$ cat src/hdl/pms_pkg.sv
// Shared types, register indexes and exp table builders for the particle motion step.
package pms_pkg;

    typedef struct packed {
        logic [31:0]        time_now;
        logic [15:0]        time_step;
        logic [31:0]        start_delay;
        logic signed [31:0] pos_x_in;
        logic signed [31:0] pos_y_in;
        logic signed [31:0] vel_x_in;
        logic signed [31:0] vel_y_in;
        logic signed [31:0] angle_in;
        logic signed [31:0] spin_rate;
        logic [16:0]        alpha_in;
        logic               alive_in;
    } t_item;

    typedef struct packed {
        logic signed [31:0] pos_x_out;
        logic signed [31:0] pos_y_out;
        logic signed [31:0] vel_x_out;
        logic signed [31:0] vel_y_out;
        logic signed [31:0] angle_out;
        logic [16:0]        alpha_out;
        logic               alive_out;
    } t_result;

    localparam logic [2:0] CFG_GRAVITY     = 3'd0;
    localparam logic [2:0] CFG_DRAG        = 3'd1;
    localparam logic [2:0] CFG_FADE        = 3'd2;
    localparam logic [2:0] CFG_SCREEN_W    = 3'd3;
    localparam logic [2:0] CFG_SCREEN_H    = 3'd4;
    localparam logic [2:0] CFG_CELL_HALF_W = 3'd5;
    localparam logic [2:0] CFG_CELL_HALF_H = 3'd6;

    localparam int MAX_WHOLE_EXP = 16;

    // exp(-k/2^bits) in Q1.32 from a Taylor series truncated after the 24th power
    function automatic logic [32:0] exp_entry(input int k, input int bits);
        logic [63:0]        term;
        logic signed [63:0] sum;
        term = 64'd1 << 32;
        sum  = $signed(term);
        for (int i = 1; i <= 24; i++) begin
            term = ((term * 64'(k)) >> bits) / 64'(i);
            if (i % 2 == 1) sum = sum - $signed(term);
            else            sum = sum + $signed(term);
        end
        if (sum < 0) return 33'd0;
        return sum[32:0];
    endfunction

    // exp(-1)^n for n >= 1 (n = 0 also gives exp(-1)), rounded at each multiply, clamped below one
    function automatic logic [31:0] pow_entry(input int n, input int bits);
        logic [63:0] r;
        logic [63:0] en;
        r  = 64'(exp_entry(1 << bits, bits));
        en = r;
        for (int i = 1; i < n; i++) begin
            en = (en * r + 64'h8000_0000) >> 32;
        end
        if (en >= (64'd1 << 32)) en = (64'd1 << 32) - 64'd1;
        return en[31:0];
    endfunction

    function automatic logic signed [31:0] sat32(input logic signed [33:0] v);
        if (v > 34'sd2147483647)       return 32'sh7FFF_FFFF;
        else if (v < -34'sd2147483648) return 32'sh8000_0000;
        else                           return v[31:0];
    endfunction

endpackage

$ cat src/hdl/pms_fade.sv
// Four stage fade unit: alpha = 1 - smoothstep(min(1, tau*fade_rate)).
module pms_fade (
    input  logic        i_clk,
    input  logic [31:0] i_tau,
    input  logic [23:0] i_fade_rate,
    output logic [16:0] o_alpha
);
    import pms_pkg::*;

    logic [55:0] w_p;
    logic [16:0] r_u;
    logic [33:0] r_uu;
    logic [17:0] r_m;
    logic [51:0] w_s;
    logic [16:0] r_alpha;

    assign w_p = i_tau * i_fade_rate;

    always_ff @(posedge i_clk) begin
        if (w_p[55:16] > 40'd65536) r_u <= 17'd65536;
        else                        r_u <= w_p[32:16];
        r_uu <= r_u * r_u;
        r_m  <= 18'd196608 - {r_u, 1'b0};
    end

    assign w_s = r_uu * r_m;

    always_ff @(posedge i_clk) begin
        r_alpha <= 17'd65536 - w_s[48:32];
        o_alpha <= r_alpha;
    end

endmodule
$ cat config.mk
export PLATFORM = sky130hd
export DESIGN_NAME = pms_fade
export DESIGN_NICKNAME = d
export VERILOG_FILES = /design/src/hdl/pms_pkg.sv /design/src/hdl/pms_fade.sv
export SDC_FILE = /design/constraint.sdc
export NUM_CORES = 2
export LEC_CHECK = 0
export BUFFER_PORTS_ARGS = -buffer_cell sky130_fd_sc_hd__buf_2
export CAP_MARGIN = 10
export CORE_MARGIN = 2
export CORE_UTILIZATION = 40
export DETAILED_ROUTE_END_ITERATION = 12
export SETUP_SLACK_MARGIN = 0.1
export SYNTH_ARGS = -nofsm -noshare
export SYNTH_HDL_FRONTEND = slang
export SYNTH_SLANG_ARGS = --single-unit
$ cat constraint.sdc
create_clock -name i_clk -period 9.85 [get_ports i_clk]
set_input_delay 2.955 -clock i_clk [delete_from_list [all_inputs] [get_ports i_clk]]
set_output_delay 2.955 -clock i_clk [all_outputs]
set_load 0.03 [all_outputs]
==> flow_summary.json <==
{
  "outcome": "completed",
  "grt_max_degree": 35,
  "start_util": 0.402,
  "overflow": 0,
  "synthArstFlopShare": 0,
  "drc_errors": 0,
  "antenna_found_initial": 3,
  "root_buffer": "clkbuf_16",
  "worstSetupPathType": "in2reg",
  "portBuffers": 73,
  "ys_warn_count": 0,
  "die_area_sq_um": 135000,
  "required_ns": 10.19,
  "cts_buffer_depth": 2,
  "hold_class": "reg2reg",
  "rows": 133,
  "die_w_microns": 367,
  "yosysUniqueCellTypes": 78,
  "hold_violations": 0,
  "critPathSlowestCell": "fa_1",
  "yosysSeqAreaShare": 0.0379,
  "crit_fanout": 6,
  "place_hpwl_microns": 112000,
  "critPathLaunchType": "input pin",
  "synth.avg_cell_area_sq_um": 8.92,
  "htree_levels": 3,
  "synthCells": 5926,
  "num_vias": 39300,
  "synth_ff_type": "dfxtp_1",
  "final.setup.tns_ns": 0,
  "rsz0062_at_grt": "yes",
  "yosys_register_bits": 100,
  "final_common_cell": "inv_1",
  "drtPass1Iterations": 5,
  "fin_crit_ns": 9.71,
  "fin_nets": 7976,
  "routed_wl_microns": 134000,
  "first_global_vias": 43400,
  "grt_pass1_wl_microns": 225000,
  "place_area_sq_um": 57600,
  "cts_buffers": 9,
  "holdWs_ns": 0.328,
  "area_growth_pct": 13.5,
  "drt-vias-per-instance": 4.95,
  "maxCapViolations": 0,
  "path_clk_slew_ns": 0.08,
  "final.period_utilization": 0.986,
  "cts_tree": "done",
  "synth_edf_count": 0,
  "gp_congestion": 0.877,
  "clk-insertion-delay-late_ns": 0.39,
  "max_slew_margin": 0.169,
  "die_y_microns": 367,
  "clock_skew_ns": 0.00903,
  "grt_use_total": 0.206,
  "drt_iter0_drc": 2068,
  "layout_common_cells": "1,431 x inv_1, 1,287 x fa_1, 906 x nand2_1, 611 x and2_1, 411 x ha_1",
  "ios": 74,
  "worstMarginPinSlew_ns": 1.22,
  "stdcell_area_sq_um": 60000,
  "max_clock_freq_mhz": 103,
  "drive_above_1_share": 0.119,
  "wl_per_cell_microns": 16.9,
  "critPathMaxStageDelay_ns": 0.58,
  "postCtsHoldBufs": 0,
  "cp-end-kind": "register",
  "finalSetupViolCount": 0,
  "arrival_ns": 10.05,
  "slew_violations": 0,
  "core_area_sq_um": 131000,
  "netlist_area_sq_um": 52800,
  "cp_common_cell": "fa_1",
  "ant_nets": 0,
  "cts_sinks": 100
}
==> synthesized netlist by cell type, drive strengths merged, types with 39 or more instances <==
cell | count | share of area
a21o | 57 | 0.0081
nand2 | 909 | 0.065
a21oi | 127 | 0.012
nor3 | 39 | 0.0038
inv | 1451 | 0.10
nor2 | 103 | 0.0073
clkbuf | 270 | 0.019
dfxtp | 100 | 0.038
xnor2 | 85 | 0.014
ha | 432 | 0.10
o21ai | 65 | 0.0062
fa | 1314 | 0.50
and2 | 632 | 0.075
==> cells by family after synthesis <==
kind of cell / share of synthesized area
buf+inv: 0.123
mux: 0.00213
simple gates: 0.169
other cells: 0.000142
xor+xnor: 0.0199
fa+ha+maj: 0.600
compound gates: 0.0474
flops: 0.0379
==> path summary, 6_finish.rpt <==
check                     end       startpoint  depth (start not counted)  slack [ns]
setup / recovery      r_u[14]  i_fade_rate[22]                         25        0.14
setup reg to reg  r_alpha[16]           r_m[6]                         29        1.44
hold reg to reg    o_alpha[4]       r_alpha[4]                          0        0.33
hold / removal     o_alpha[4]       r_alpha[4]                          0        0.33
==> metrics by stage <==
stage,setup WS (ns),util,std cells
6_report,0.139,0.457,7934
5_1_grt,-0.145,0.457,7934
4_1_cts,0.0871,0.444,7888
3_5_place_dp,-0.605,0.439,7858
3_3_place_gp,-0.568,0.439,7858
2_1_floorplan,-0.125,-,5930
==> sequential cells by signal, indices dropped and copies added, names as in the netlist <==
signal   count
r_m         16
r_u         17
r_uu        33
r_alpha     17
o_alpha     17
==> routing by layer <==
layer	GRT usage	vias to the layer above	routed length, microns
li1	-	17800	-
met1	0.272	20300	56900
met2	0.367	939	67600
met3	0.0148	199	5810
met4	0.0483	2	3360
met5	0	-	13
==> critical path: cells and delay by family <==
kind / cells / cell delay [ns]
AND/OR/NAND/NOR: 9 / 1.60
AO/OA/AOI/OAI: 4 / 0.97
buffers and inverters: 4 / 0.55
adder cells (fa/ha/maj): 8 / 3.97
==> timing repair <==
action                                  in CTS  in global routing
pin swaps                                   19                110
cloned                                       1                 10
endpoints found under the setup margin      17                 17
gates resized for setup                     75                288
buffers inserted                            13                 35
==> final cells by class <==
type	count	area [sq um]
Fill cell	12700	71300
Multi-Input combinational cell	4102	45300
Inverter	1452	5450
Timing Repair Buffer	508	4690
Tap cell	1755	2200
Sequential cell	100	2010
Clock buffer	10	239
Clock inverter	6	77.6
Antenna cell	1	2.50
Power is not shown: default switching activity piles up to over one toggle a cycle in this logic, so the estimate is an artifact.
